**src/design/dfvs_pkg.sv**
```systemverilog
// Package for the DWARF 5 form value skipper.
// Holds form codes, status codes, register indexes, shared types and the form decoder.
// No dependencies.
package dfvs_pkg;

  localparam int unsigned LenW = 33;
  localparam int unsigned RemW = 32;
  localparam int unsigned CfgAddrW = 2;
  localparam int unsigned CfgDataW = 4;

  // register indexes
  localparam logic [CfgAddrW-1:0] CFG_ADDRESS_SIZE = 2'd0;
  localparam logic [CfgAddrW-1:0] CFG_OFFSETS_64 = 2'd1;
  localparam logic [CfgAddrW-1:0] CFG_BIG_ENDIAN = 2'd2;

  // DWARF 5 form codes
  localparam logic [7:0] FORM_ADDR = 8'h01;
  localparam logic [7:0] FORM_BLOCK2 = 8'h03;
  localparam logic [7:0] FORM_BLOCK4 = 8'h04;
  localparam logic [7:0] FORM_DATA2 = 8'h05;
  localparam logic [7:0] FORM_DATA4 = 8'h06;
  localparam logic [7:0] FORM_DATA8 = 8'h07;
  localparam logic [7:0] FORM_STRING = 8'h08;
  localparam logic [7:0] FORM_BLOCK = 8'h09;
  localparam logic [7:0] FORM_BLOCK1 = 8'h0a;
  localparam logic [7:0] FORM_DATA1 = 8'h0b;
  localparam logic [7:0] FORM_FLAG = 8'h0c;
  localparam logic [7:0] FORM_SDATA = 8'h0d;
  localparam logic [7:0] FORM_STRP = 8'h0e;
  localparam logic [7:0] FORM_UDATA = 8'h0f;
  localparam logic [7:0] FORM_REF_ADDR = 8'h10;
  localparam logic [7:0] FORM_REF1 = 8'h11;
  localparam logic [7:0] FORM_REF2 = 8'h12;
  localparam logic [7:0] FORM_REF4 = 8'h13;
  localparam logic [7:0] FORM_REF8 = 8'h14;
  localparam logic [7:0] FORM_REF_UDATA = 8'h15;
  localparam logic [7:0] FORM_INDIRECT = 8'h16;
  localparam logic [7:0] FORM_SEC_OFFSET = 8'h17;
  localparam logic [7:0] FORM_EXPRLOC = 8'h18;
  localparam logic [7:0] FORM_FLAG_PRESENT = 8'h19;
  localparam logic [7:0] FORM_STRX = 8'h1a;
  localparam logic [7:0] FORM_ADDRX = 8'h1b;
  localparam logic [7:0] FORM_REF_SUP4 = 8'h1c;
  localparam logic [7:0] FORM_STRP_SUP = 8'h1d;
  localparam logic [7:0] FORM_DATA16 = 8'h1e;
  localparam logic [7:0] FORM_LINE_STRP = 8'h1f;
  localparam logic [7:0] FORM_REF_SIG8 = 8'h20;
  localparam logic [7:0] FORM_IMPLICIT_CONST = 8'h21;
  localparam logic [7:0] FORM_LOCLISTX = 8'h22;
  localparam logic [7:0] FORM_RNGLISTX = 8'h23;
  localparam logic [7:0] FORM_REF_SUP8 = 8'h24;
  localparam logic [7:0] FORM_STRX1 = 8'h25;
  localparam logic [7:0] FORM_STRX2 = 8'h26;
  localparam logic [7:0] FORM_STRX3 = 8'h27;
  localparam logic [7:0] FORM_STRX4 = 8'h28;
  localparam logic [7:0] FORM_ADDRX1 = 8'h29;
  localparam logic [7:0] FORM_ADDRX2 = 8'h2a;
  localparam logic [7:0] FORM_ADDRX3 = 8'h2b;
  localparam logic [7:0] FORM_ADDRX4 = 8'h2c;

  localparam logic [4:0] DATA16_BYTES = 5'd16;

  typedef enum logic [2:0] {
    ST_NEED     = 3'd0,
    ST_DONE     = 3'd1,
    ST_UNKNOWN  = 3'd2,
    ST_TRUNC    = 3'd3,
    ST_TOOLARGE = 3'd4,
    ST_IDLE     = 3'd5
  } status_e;

  typedef enum logic [2:0] {
    FK_FIXED,
    FK_BLEN_FIXED,
    FK_BLEN_ULEB,
    FK_LEB,
    FK_STRING,
    FK_INDIRECT,
    FK_UNKNOWN
  } form_kind_e;

  typedef struct packed {
    logic [3:0] address_size;
    logic       offsets_64;
    logic       big_endian;
  } cfg_t;

  typedef struct packed {
    logic       action;
    logic [7:0] form_code;
    logic [7:0] data_byte;
    logic       section_end;
  } item_t;

  typedef struct packed {
    status_e         status;
    logic [LenW-1:0] value_length;
  } result_t;

  typedef struct packed {
    form_kind_e kind;
    logic [4:0] count;  // fixed byte count, or length-field bytes for fixed block lengths
  } form_dec_t;

  function automatic form_dec_t form_decode(logic [7:0] code, cfg_t cfg);
    form_dec_t d;
    d.kind = FK_FIXED;
    d.count = 5'd0;
    unique case (code)
      FORM_ADDR: d.count = {1'b0, cfg.address_size};
      FORM_STRP, FORM_REF_ADDR, FORM_SEC_OFFSET, FORM_STRP_SUP, FORM_LINE_STRP:
        d.count = cfg.offsets_64 ? 5'd8 : 5'd4;
      FORM_BLOCK1: begin
        d.kind = FK_BLEN_FIXED;
        d.count = 5'd1;
      end
      FORM_BLOCK2: begin
        d.kind = FK_BLEN_FIXED;
        d.count = 5'd2;
      end
      FORM_BLOCK4: begin
        d.kind = FK_BLEN_FIXED;
        d.count = 5'd4;
      end
      FORM_BLOCK, FORM_EXPRLOC: d.kind = FK_BLEN_ULEB;
      FORM_FLAG_PRESENT, FORM_IMPLICIT_CONST: d.count = 5'd0;
      FORM_FLAG, FORM_DATA1, FORM_REF1, FORM_STRX1, FORM_ADDRX1: d.count = 5'd1;
      FORM_DATA2, FORM_REF2, FORM_STRX2, FORM_ADDRX2: d.count = 5'd2;
      FORM_STRX3, FORM_ADDRX3: d.count = 5'd3;
      FORM_DATA4, FORM_REF4, FORM_STRX4, FORM_ADDRX4, FORM_REF_SUP4: d.count = 5'd4;
      FORM_DATA8, FORM_REF8, FORM_REF_SIG8, FORM_REF_SUP8: d.count = 5'd8;
      FORM_DATA16: d.count = DATA16_BYTES;
      FORM_SDATA, FORM_UDATA, FORM_REF_UDATA, FORM_STRX, FORM_ADDRX,
      FORM_LOCLISTX, FORM_RNGLISTX: d.kind = FK_LEB;
      FORM_STRING: d.kind = FK_STRING;
      FORM_INDIRECT: d.kind = FK_INDIRECT;
      default: d.kind = FK_UNKNOWN;
    endcase
    return d;
  endfunction

endpackage

```
**src/design/dfvs_in_reg.sv**
```systemverilog
// Input stage of the form value skipper: registers one accepted transfer.
// Depends on dfvs_pkg.
module dfvs_in_reg
  import dfvs_pkg::*;
(
  input  logic  clk_i,
  input  logic  rst_ni,
  input  logic  valid_i,
  output logic  ready_o,
  input  item_t item_i,
  output logic  valid_o,
  input  logic  advance_i,
  output item_t item_o
);

  logic  valid_q;
  item_t item_q;

  assign ready_o = !valid_q || advance_i;
  assign valid_o = valid_q;
  assign item_o = item_q;

  always_ff @(posedge clk_i or negedge rst_ni) begin
    if (!rst_ni) begin
      valid_q <= 1'b0;
    end else if (ready_o) begin
      valid_q <= valid_i;
    end
  end

  always_ff @(posedge clk_i) begin
    if (ready_o && valid_i) begin
      item_q <= item_i;
    end
  end

endmodule

```
**src/design/dfvs_step.sv**
```systemverilog
// Per-item state update of the form value skipper: walk state and next-state logic.
// Depends on dfvs_pkg (form decoder, status codes, types).
module dfvs_step
  import dfvs_pkg::*;
(
  input  logic    clk_i,
  input  logic    rst_ni,
  input  logic    enable_i,
  input  cfg_t    cfg_i,
  input  item_t   item_i,
  output result_t result_o
);

  typedef enum logic [3:0] {
    PH_IDLE,
    PH_FIXED,
    PH_BLEN_FIXED,
    PH_BLEN_ULEB,
    PH_BODY,
    PH_LEB,
    PH_STRING,
    PH_INDIRECT
  } phase_e;

  localparam logic [LenW-1:0] LEN_SAT = {1'b1, {(LenW-1){1'b0}}};
  localparam logic [LenW-1:0] CNT_MAX = {LenW{1'b1}};

  phase_e          phase_q, phase_d;
  logic [RemW-1:0] rem_q, rem_d;
  logic [LenW-1:0] acc_q, acc_d;
  logic [5:0]      shift_q, shift_d;
  logic [2:0]      lbl_q, lbl_d;
  logic [LenW-1:0] cnt_q, cnt_d;

  status_e         status;
  logic            do_begin;
  logic [7:0]      begin_code;
  form_dec_t       dec;
  logic [RemW-1:0] rem_dec;
  logic [LenW-1:0] acc_u, acc_f;
  logic [38:0]     uleb_or;
  logic [6:0]      shift_sum;
  logic [5:0]      shift_u;
  logic [2:0]      lbl_dec;
  logic            uleb_last;

  // ULEB128 accumulate, saturating above 32 bits
  always_comb begin
    uleb_or = {6'd0, acc_q} | ({32'd0, item_i.data_byte[6:0]} << shift_q[4:0]);
    acc_u = acc_q;
    if (item_i.data_byte[6:0] != 7'd0) begin
      if (shift_q >= 6'd32 || uleb_or[38:32] != 7'd0) begin
        acc_u = LEN_SAT;
      end else begin
        acc_u = uleb_or[LenW-1:0];
      end
    end
    shift_sum = {1'b0, shift_q} + 7'd7;
    shift_u = shift_sum[6] ? 6'd63 : shift_sum[5:0];
    uleb_last = !item_i.data_byte[7];
  end

  // fixed-width block length byte
  always_comb begin
    if (cfg_i.big_endian) begin
      acc_f = {1'b0, acc_q[23:0], item_i.data_byte};
    end else if (shift_q < 6'd32) begin
      acc_f = acc_q | ({25'd0, item_i.data_byte} << shift_q[4:0]);
    end else begin
      acc_f = acc_q;
    end
  end

  assign rem_dec = (rem_q != '0) ? rem_q - 1'b1 : rem_q;
  assign lbl_dec = (lbl_q != 3'd0) ? lbl_q - 3'd1 : lbl_q;

  always_comb begin
    phase_d = phase_q;
    rem_d = rem_q;
    acc_d = acc_q;
    shift_d = shift_q;
    lbl_d = lbl_q;
    cnt_d = cnt_q;
    status = ST_NEED;
    do_begin = 1'b0;
    begin_code = item_i.form_code;

    if (!item_i.action) begin
      cnt_d = '0;
      rem_d = '0;
      acc_d = '0;
      shift_d = '0;
      lbl_d = '0;
      do_begin = 1'b1;
    end else if (phase_q == PH_IDLE) begin
      status = ST_IDLE;
    end else if (item_i.section_end) begin
      phase_d = PH_IDLE;
      status = ST_TRUNC;
    end else begin
      if (cnt_q != CNT_MAX) begin
        cnt_d = cnt_q + 1'b1;
      end
      unique case (phase_q)
        PH_FIXED, PH_BODY: begin
          rem_d = rem_dec;
          if (rem_dec == '0) begin
            phase_d = PH_IDLE;
            status = ST_DONE;
          end
        end
        PH_BLEN_FIXED: begin
          acc_d = acc_f;
          shift_d = shift_q + 6'd8;
          lbl_d = lbl_dec;
          if (lbl_dec == 3'd0) begin
            if (acc_f == '0) begin
              phase_d = PH_IDLE;
              status = ST_DONE;
            end else begin
              phase_d = PH_BODY;
              rem_d = acc_f[RemW-1:0];
            end
          end
        end
        PH_BLEN_ULEB: begin
          acc_d = acc_u;
          shift_d = shift_u;
          if (uleb_last) begin
            if (acc_u[LenW-1]) begin
              phase_d = PH_IDLE;
              status = ST_TOOLARGE;
            end else if (acc_u == '0) begin
              phase_d = PH_IDLE;
              status = ST_DONE;
            end else begin
              phase_d = PH_BODY;
              rem_d = acc_u[RemW-1:0];
            end
          end
        end
        PH_LEB: begin
          if (!item_i.data_byte[7]) begin
            phase_d = PH_IDLE;
            status = ST_DONE;
          end
        end
        PH_STRING: begin
          if (item_i.data_byte == 8'd0) begin
            phase_d = PH_IDLE;
            status = ST_DONE;
          end
        end
        PH_INDIRECT: begin
          acc_d = acc_u;
          shift_d = shift_u;
          if (uleb_last) begin
            if (acc_u[LenW-1:8] != '0) begin
              phase_d = PH_IDLE;
              status = ST_UNKNOWN;
            end else begin
              do_begin = 1'b1;
              begin_code = acc_u[7:0];
            end
          end
        end
        default: begin
          phase_d = PH_IDLE;
          status = ST_IDLE;
        end
      endcase
    end

    dec = form_decode(begin_code, cfg_i);
    if (do_begin) begin
      status = ST_NEED;
      unique case (dec.kind)
        FK_FIXED: begin
          if (dec.count == 5'd0) begin
            phase_d = PH_IDLE;
            status = ST_DONE;
          end else begin
            phase_d = PH_FIXED;
            rem_d = {{(RemW-5){1'b0}}, dec.count};
          end
        end
        FK_BLEN_FIXED: begin
          phase_d = PH_BLEN_FIXED;
          acc_d = '0;
          shift_d = '0;
          lbl_d = dec.count[2:0];
        end
        FK_BLEN_ULEB: begin
          phase_d = PH_BLEN_ULEB;
          acc_d = '0;
          shift_d = '0;
        end
        FK_LEB: phase_d = PH_LEB;
        FK_STRING: phase_d = PH_STRING;
        FK_INDIRECT: begin
          phase_d = PH_INDIRECT;
          acc_d = '0;
          shift_d = '0;
        end
        default: begin
          phase_d = PH_IDLE;
          status = ST_UNKNOWN;
        end
      endcase
    end
  end

  assign result_o.status = status;
  assign result_o.value_length = (status == ST_IDLE) ? '0 : cnt_d;

  always_ff @(posedge clk_i or negedge rst_ni) begin
    if (!rst_ni) begin
      phase_q <= PH_IDLE;
      rem_q <= '0;
      acc_q <= '0;
      shift_q <= '0;
      lbl_q <= '0;
      cnt_q <= '0;
    end else if (enable_i) begin
      phase_q <= phase_d;
      rem_q <= rem_d;
      acc_q <= acc_d;
      shift_q <= shift_d;
      lbl_q <= lbl_d;
      cnt_q <= cnt_d;
    end
  end

endmodule

```
**src/design/dfvs_out_reg.sv**
```systemverilog
// Result register of the form value skipper; holds a result until the sink takes it.
// Depends on dfvs_pkg.
module dfvs_out_reg
  import dfvs_pkg::*;
(
  input  logic    clk_i,
  input  logic    rst_ni,
  input  logic    load_i,
  output logic    free_o,
  input  result_t result_i,
  output logic    valid_o,
  input  logic    ready_i,
  output result_t result_o
);

  logic    valid_q;
  result_t result_q;

  assign free_o = !valid_q || ready_i;
  assign valid_o = valid_q;
  assign result_o = result_q;

  always_ff @(posedge clk_i or negedge rst_ni) begin
    if (!rst_ni) begin
      valid_q <= 1'b0;
    end else if (free_o) begin
      valid_q <= load_i;
    end
  end

  always_ff @(posedge clk_i) begin
    if (load_i) begin
      result_q <= result_i;
    end
  end

endmodule

```
**src/design/dwarf_form_value_skipper_unit.sv**
```systemverilog
// DWARF 5 form value skipper, top level.
// Usage: the slave stream carries start transfers (tuser bit 0 low, form code in
// tdata[7:0]) and byte transfers (tuser bit 0 high, section byte in tdata[15:8],
// tuser bit 1 high when the section has ended). Every accepted transfer yields
// exactly one result on the master stream: a status code in tdata[2:0] and the
// bytes of the value consumed so far in tdata[35:3].
// Path: a result reaches the master stream through the input register, then the
// result register. Throughput: one transfer per cycle while the master side takes
// results, set by the combinational update of the walk state between the two registers.
// Stall: while the master side holds tready low, one result waits in the result
// register and one transfer in the input register; then s_axis_tready drops.
// Reset: walk state idle, no results pending, address size 8, 32-bit offsets,
// little-endian block lengths. Registers are written through cfg_we_i with
// index 0 address size, 1 offset format, 2 byte order; write only when idle.
// Depends on dfvs_pkg, dfvs_in_reg, dfvs_step, dfvs_out_reg.
module dwarf_form_value_skipper_unit
  import dfvs_pkg::*;
(
  input  logic                clk_i,
  input  logic                rst_ni,
  input  logic                cfg_we_i,
  input  logic [CfgAddrW-1:0] cfg_addr_i,
  input  logic [CfgDataW-1:0] cfg_wdata_i,
  input  logic                s_axis_tvalid,
  output logic                s_axis_tready,
  input  logic [15:0]         s_axis_tdata,   // form_code, data_byte
  input  logic [1:0]          s_axis_tuser,   // action, section_end
  output logic                m_axis_tvalid,
  input  logic                m_axis_tready,
  output logic [39:0]         m_axis_tdata    // status, value_length, zero fill
);

  cfg_t    cfg_q;
  item_t   in_item, reg_item;
  logic    in_valid, advance, out_free;
  result_t step_result, out_result;

  always_ff @(posedge clk_i or negedge rst_ni) begin
    if (!rst_ni) begin
      cfg_q.address_size <= 4'd8;
      cfg_q.offsets_64 <= 1'b0;
      cfg_q.big_endian <= 1'b0;
    end else if (cfg_we_i) begin
      unique case (cfg_addr_i)
        CFG_ADDRESS_SIZE: cfg_q.address_size <= cfg_wdata_i[3:0];
        CFG_OFFSETS_64: cfg_q.offsets_64 <= cfg_wdata_i[0];
        CFG_BIG_ENDIAN: cfg_q.big_endian <= cfg_wdata_i[0];
        default: ;
      endcase
    end
  end

  assign in_item.action = s_axis_tuser[0];
  assign in_item.section_end = s_axis_tuser[1];
  assign in_item.form_code = s_axis_tdata[7:0];
  assign in_item.data_byte = s_axis_tdata[15:8];

  assign advance = in_valid && out_free;

  dfvs_in_reg u_in_reg (
    .clk_i     (clk_i),
    .rst_ni    (rst_ni),
    .valid_i   (s_axis_tvalid),
    .ready_o   (s_axis_tready),
    .item_i    (in_item),
    .valid_o   (in_valid),
    .advance_i (advance),
    .item_o    (reg_item)
  );

  dfvs_step u_step (
    .clk_i    (clk_i),
    .rst_ni   (rst_ni),
    .enable_i (advance),
    .cfg_i    (cfg_q),
    .item_i   (reg_item),
    .result_o (step_result)
  );

  dfvs_out_reg u_out_reg (
    .clk_i    (clk_i),
    .rst_ni   (rst_ni),
    .load_i   (advance),
    .free_o   (out_free),
    .result_i (step_result),
    .valid_o  (m_axis_tvalid),
    .ready_i  (m_axis_tready),
    .result_o (out_result)
  );

  assign m_axis_tdata = {4'd0, out_result.value_length, out_result.status};

endmodule
```
**config.mk**
```make
export PLATFORM = sky130hd
export DESIGN_NAME = dwarf_form_value_skipper_unit
export DESIGN_NICKNAME = d
export VERILOG_FILES = /design/src/design/dfvs_pkg.sv /design/src/design/dfvs_in_reg.sv /design/src/design/dfvs_step.sv /design/src/design/dfvs_out_reg.sv /design/src/design/dwarf_form_value_skipper_unit.sv
export SDC_FILE = /design/constraint.sdc
export NUM_CORES = 1
export LEC_CHECK = 0
export ABC_AREA = 0
export BUFFER_PORTS_ARGS = -buffer_cell sky130_fd_sc_hd__buf_2
export CORE_UTILIZATION = 60
export CTS_CLUSTER_DIAMETER = 30
export CTS_CLUSTER_SIZE = 28
export DETAILED_ROUTE_END_ITERATION = 8
export GPL_TIMING_DRIVEN = 0
export HOLD_SLACK_MARGIN = 0.12
export PLACE_DENSITY = 0.77
export SLEW_MARGIN = 20
export SYNTH_ARGS = -nofsm -noshare
export SYNTH_HDL_FRONTEND = slang
export SYNTH_HIERARCHICAL = 1
export SYNTH_SLANG_ARGS = --single-unit
```
**constraint.sdc**
```tcl
create_clock -name clk_i -period 11.7 [get_ports clk_i]
set_input_delay 2.34 -clock clk_i [delete_from_list [all_inputs] [get_ports clk_i]]
set_output_delay 2.34 -clock clk_i [all_outputs]
set_load 0.01 [all_outputs]
```
==> flow_metrics.tcl <==
set metrics [dict create \
    timing.final.crit_share_pct 50.6 \
    vdd_drop_max_mv 0.143 \
    cp_data_required_time_ns 12.10 \
    synth.yosys.seq_area_share_pct 32.6 \
    buffer_ports.inserted 66 \
    synth_async_sr_flop_share_pct 68.6 \
    floorplan.die.width_um 155 \
    syn-instance-count 1731 \
    grt_max_degree 62 \
    design.final.nets 1857 \
    global_route_wire_length_before_repair_mm 86.5 \
    pwr_density_cell_nw_per_um2 189 \
    hold_wc_path_type "flip-flop to flip-flop" \
    drive_above_1_share_pct 11.9 \
    min_delay_path_depth 1 \
    outcome "finished, final reports clean" \
    worstSetupEndpointType "flip-flop" \
    setup.reg_to_reg.worst_slack_ns 5.79 \
    gpl.final_weighted_congestion 1.06 \
    critical_path.cell_chain "clkbuf_1 -> buf_2 -> buf_2 -> clkbuf_1 -> nand4b_1 -> o211ai_1 -> a22o_1 -> a221oi_1 -> nand2_1 -> nor4_1 -> nand4_1 -> and2_1 -> buf_2 -> nor2_4 -> a21oi_1 -> and3_1 -> o31ai_1 -> a22o_1" \
    worst-path-max-fanout 10 \
    fmax_mhz 169 \
    totalWireLength_mm 56.3 \
    antenna_cell_count 0 \
    worst_skew_pair.late_latency_ns 0.45 \
    utilization_pct 67.9 \
    critical_path.reg2reg.startpoint "u_step/shift_q[3]" \
    detail_route.wl_per_cell_um 26.2 \
    final_period_minus_worst_setup_slack_ns 5.91 \
    drt-vias-per-instance 7.44 \
    first_global_vias 14747 \
    critPathMostFrequentCell "sky130_fd_sc_hd__buf_2" \
    synth-edff-count 54 \
    clk_path_buf_depth 2 \
    netlist_area_sq_um 14000 \
    final-max-slew-violation-count 0 \
    crit-reg2reg-capture "u_step/rem_q[9]" \
    remaining_drc_errors 0 \
    maxSlewHeadroom_pct 23.5 \
    ctsRootBufferMaster "sky130_fd_sc_hd__clkbuf_16" \
    clock-skew-final_ns 0.0177 \
    ys_seq_elements 172 \
    timing.critical_path.slowest_cell_delay_ns 0.61 \
    worst_ep_arrival_time_ns 6.31 \
    synth-main-ff-cell "sky130_fd_sc_hd__dfrtp_1" \
    grt_antenna_before_repair 0 \
    cells_resized_by_post_cts_repair 0 \
    unrepaired_setup_endpoints_after_global_routing "no" \
    tritoncts "done" \
    leak_pwr_uw 0.00590 \
    setup_tns_ns 0 \
    rows 55 \
    cts_post_setup_buffers_inserted 0 \
    floorplan.initialDensity_pct 61.6 \
    cts.reportedPaths.clkPinSlew_ns 0.09 \
    reg2regPathDepth 18 \
    area_delta_synth_final_pct 10.3 \
    post_syn_area_per_cell_sq_um 8.10 \
    hold_end "u_step/rem_q[19]" \
    core_region_area_sq_um 22800 \
    die_y_um 155 \
    finalHoldViolations 0 \
    die-area_sq_um 24000 \
    dr.pass1.iters 7 \
    via_count 15980 \
    setup-violations-final 0 \
    yosysUniqueCellTypes 110 \
    yosysWarnings 6 \
    globalRoute.totalOverflow 0 \
    critical_path.startpoint_type "flip-flop" \
    critPathTopFamily "simple AND/OR/NAND/NOR gates" \
    design.portCount 71 \
    cts_buffers 17 \
    worst-slew-pin-transition_ns 1.14 \
    critical_path_class "flip-flop to flip-flop" \
    drtAntennaViolNets 0 \
    drt_iter0_markers 2615 \
    timing.critical_path.slowest_stage_cell "sky130_fd_sc_hd__a221oi_1" \
    critPathBufInv 5 \
    cts_htree_levels 4 \
    drv.max_cap_violation_count 0 \
    place.detailed.hpwl_mm 41.8 \
    grt_use_total_pct 47.3 \
    number_of_hold_buffers_added_after_cts 0 \
    hold_start "u_step/rem_q[19]" \
    numClockSinks 172 \
]
==> placed cells by master, fill, tap and decap left out, types with 17 or more instances in the layout <==
master	synthesis	layout
sky130_fd_sc_hd__nor4_1	26	26
sky130_fd_sc_hd__dfrtp_1	117	117
sky130_fd_sc_hd__o31ai_1	35	35
sky130_fd_sc_hd__mux2i_1	20	20
sky130_fd_sc_hd__a31oi_1	36	36
sky130_fd_sc_hd__edfxtp_1	54	54
sky130_fd_sc_hd__nand3_1	38	38
sky130_fd_sc_hd__xor2_1	25	25
sky130_fd_sc_hd__xnor2_1	32	32
sky130_fd_sc_hd__a22o_1	47	47
sky130_fd_sc_hd__clkbuf_16	0	17
sky130_fd_sc_hd__clkbuf_1	102	102
sky130_fd_sc_hd__nand2b_1	23	23
sky130_fd_sc_hd__mux2_2	17	17
sky130_fd_sc_hd__nand4_1	29	29
sky130_fd_sc_hd__o21ai_0	94	94
sky130_fd_sc_hd__nand2_1	221	221
sky130_fd_sc_hd__buf_2	19	84
sky130_fd_sc_hd__inv_1	36	36
sky130_fd_sc_hd__nor2b_1	23	23
sky130_fd_sc_hd__nor3_1	55	55
sky130_fd_sc_hd__nor2_1	160	160
sky130_fd_sc_hd__a21oi_1	116	116
sky130_fd_sc_hd__o22ai_1	38	38
==> power breakdown <==
| part | internal (uW) | total [uW] | switching, uW |
|---|---|---|---|
| sequential | 680 | 741 | 60.8 |
| combinational | 494 | 1560 | 1070 |
| clock | 315 | 620 | 305 |
| total | 1490 | 2920 | 1430 |
==> Yosys cell counts, drive strengths merged (7+ instances only) <==
cell	number	area (sq um)
a211oi	16	120
nor2	163	643
nand3	41	220
xnor2	32	280
mux2i	20	200
xor2	25	219
or2	8	50.1
a22o	47	412
nor3b	13	109
a32oi	9	78.8
nand4	29	181
nor3	57	295
inv	36	135
edfxtp	54	1620
or3	15	93.8
and3	15	104
and2	18	115
mux2	25	308
o21a	8	60.1
a21o	10	75.1
nand2	223	847
nor4	27	175
a21oi	116	581
a221oi	11	96.3
o221ai	16	140
o31ai	35	263
nand2b	26	180
a31oi	38	268
o2bb2ai	19	216
a2bb2oi	7	61.3
nor2b	23	144
o211ai	11	82.6
o21ai	103	538
ha	7	87.6
nand3b	7	52.6
a2111oi	10	95.1
or4	11	82.6
o22ai	40	263
dfrtp	117	2930
buf	34	208
a22oi	8	60.1
clkbuf	102	383
==> layout make-up <==
cell class / instances / area [sq um]
buffer: 136 / 591
clock buffer: 17 / 425
clock inverter: 15 / 215
fill: 1896 / 7310
inverter: 38 / 143
multi-input combinational: 1388 / 8740
sequential: 172 / 4580
tap: 313 / 392
timing repair buffer: 68 / 384
==> cell families after synthesis <==
logic type,Yosys count,synth area share [%]
flops,172,32.6
mux,46,3.78
other cells,1,0.0267
buf+inv,174,5.23
compound gates,571,28.8
simple gates,703,25.3
xor+xnor,57,3.56
fa+ha+maj,7,0.625
==> worst max path at each step <==
stage / from / endpoint / slack [ns] / depth (start not counted)
final: u_step/shift_q[3] / u_step/rem_q[9] / 5.79 / 18
after global routing: u_step/shift_q[3] / u_step/rem_q[9] / 5.74 / 18
after CTS: m_axis_tready / s_axis_tready / 6.22 / 5
after detailed placement: m_axis_tready / s_axis_tready / 6.23 / 5
after global placement: m_axis_tready / s_axis_tready / 5.05 / 5
after floorplan: m_axis_tready / s_axis_tready / 5.61 / 3
==> routing by layer <==
| metal | GRT usage, % | up-vias | wire [um] |
|---|---|---|---|
| li1 | - | 6715 | - |
| met1 | 63.0 | 7425 | 20800 |
| met2 | 69.9 | 1534 | 23800 |
| met3 | 15.0 | 306 | 8660 |
| met4 | 21.7 | 0 | 3140 |
| met5 | 0 | - | 0 |
==> flip-flops by register name, indices dropped and copies added, names as in the netlist <==
signal,count
u_out_reg/result_o,36
u_step/acc_q,33
u_step/cnt_q,33
u_step/rem_q,32
u_in_reg/item_o,18
cfg_q,6
u_step/shift_q,6
u_step/lbl_q,3
u_step/phase_q,3
u_in_reg/valid_o,1
u_out_reg/valid_o,1
==> worst register-to-register path, stage by stage (launching register included) <==
cell                       delay [ns]
sky130_fd_sc_hd__dfrtp_1         0.35
sky130_fd_sc_hd__clkbuf_1        0.42
sky130_fd_sc_hd__buf_2           0.32
sky130_fd_sc_hd__buf_2           0.29
sky130_fd_sc_hd__clkbuf_1        0.60
sky130_fd_sc_hd__nand4b_1        0.20
sky130_fd_sc_hd__o211ai_1        0.14
sky130_fd_sc_hd__a22o_1          0.29
sky130_fd_sc_hd__a221oi_1        0.61
sky130_fd_sc_hd__nand2_1         0.16
sky130_fd_sc_hd__nor4_1          0.24
sky130_fd_sc_hd__nand4_1         0.49
sky130_fd_sc_hd__and2_1          0.32
sky130_fd_sc_hd__buf_2           0.17
sky130_fd_sc_hd__nor2_4          0.25
sky130_fd_sc_hd__a21oi_1         0.24
sky130_fd_sc_hd__and3_1          0.26
sky130_fd_sc_hd__o31ai_1         0.33
sky130_fd_sc_hd__a22o_1          0.18
==> per-stage QoR <==
step | cells | hold WS, ns | total power [uW] | setup slack (ns) | instance area, sq um
floorplan | 1734 | 0.482 | 1760 | 5.61 | 14000
global placement | 2113 | 0.511 | 2170 | 5.05 | 14800
detailed placement | 2115 | 0.517 | 2200 | 6.23 | 14800
CTS | 2147 | 0.541 | 2820 | 6.22 | 15500
global route | 2147 | 0.558 | 3030 | 5.74 | 15500
finish | 2147 | 0.539 | 2920 | 5.79 | 15500
Note: power is estimated with default switching activity, not from simulation.
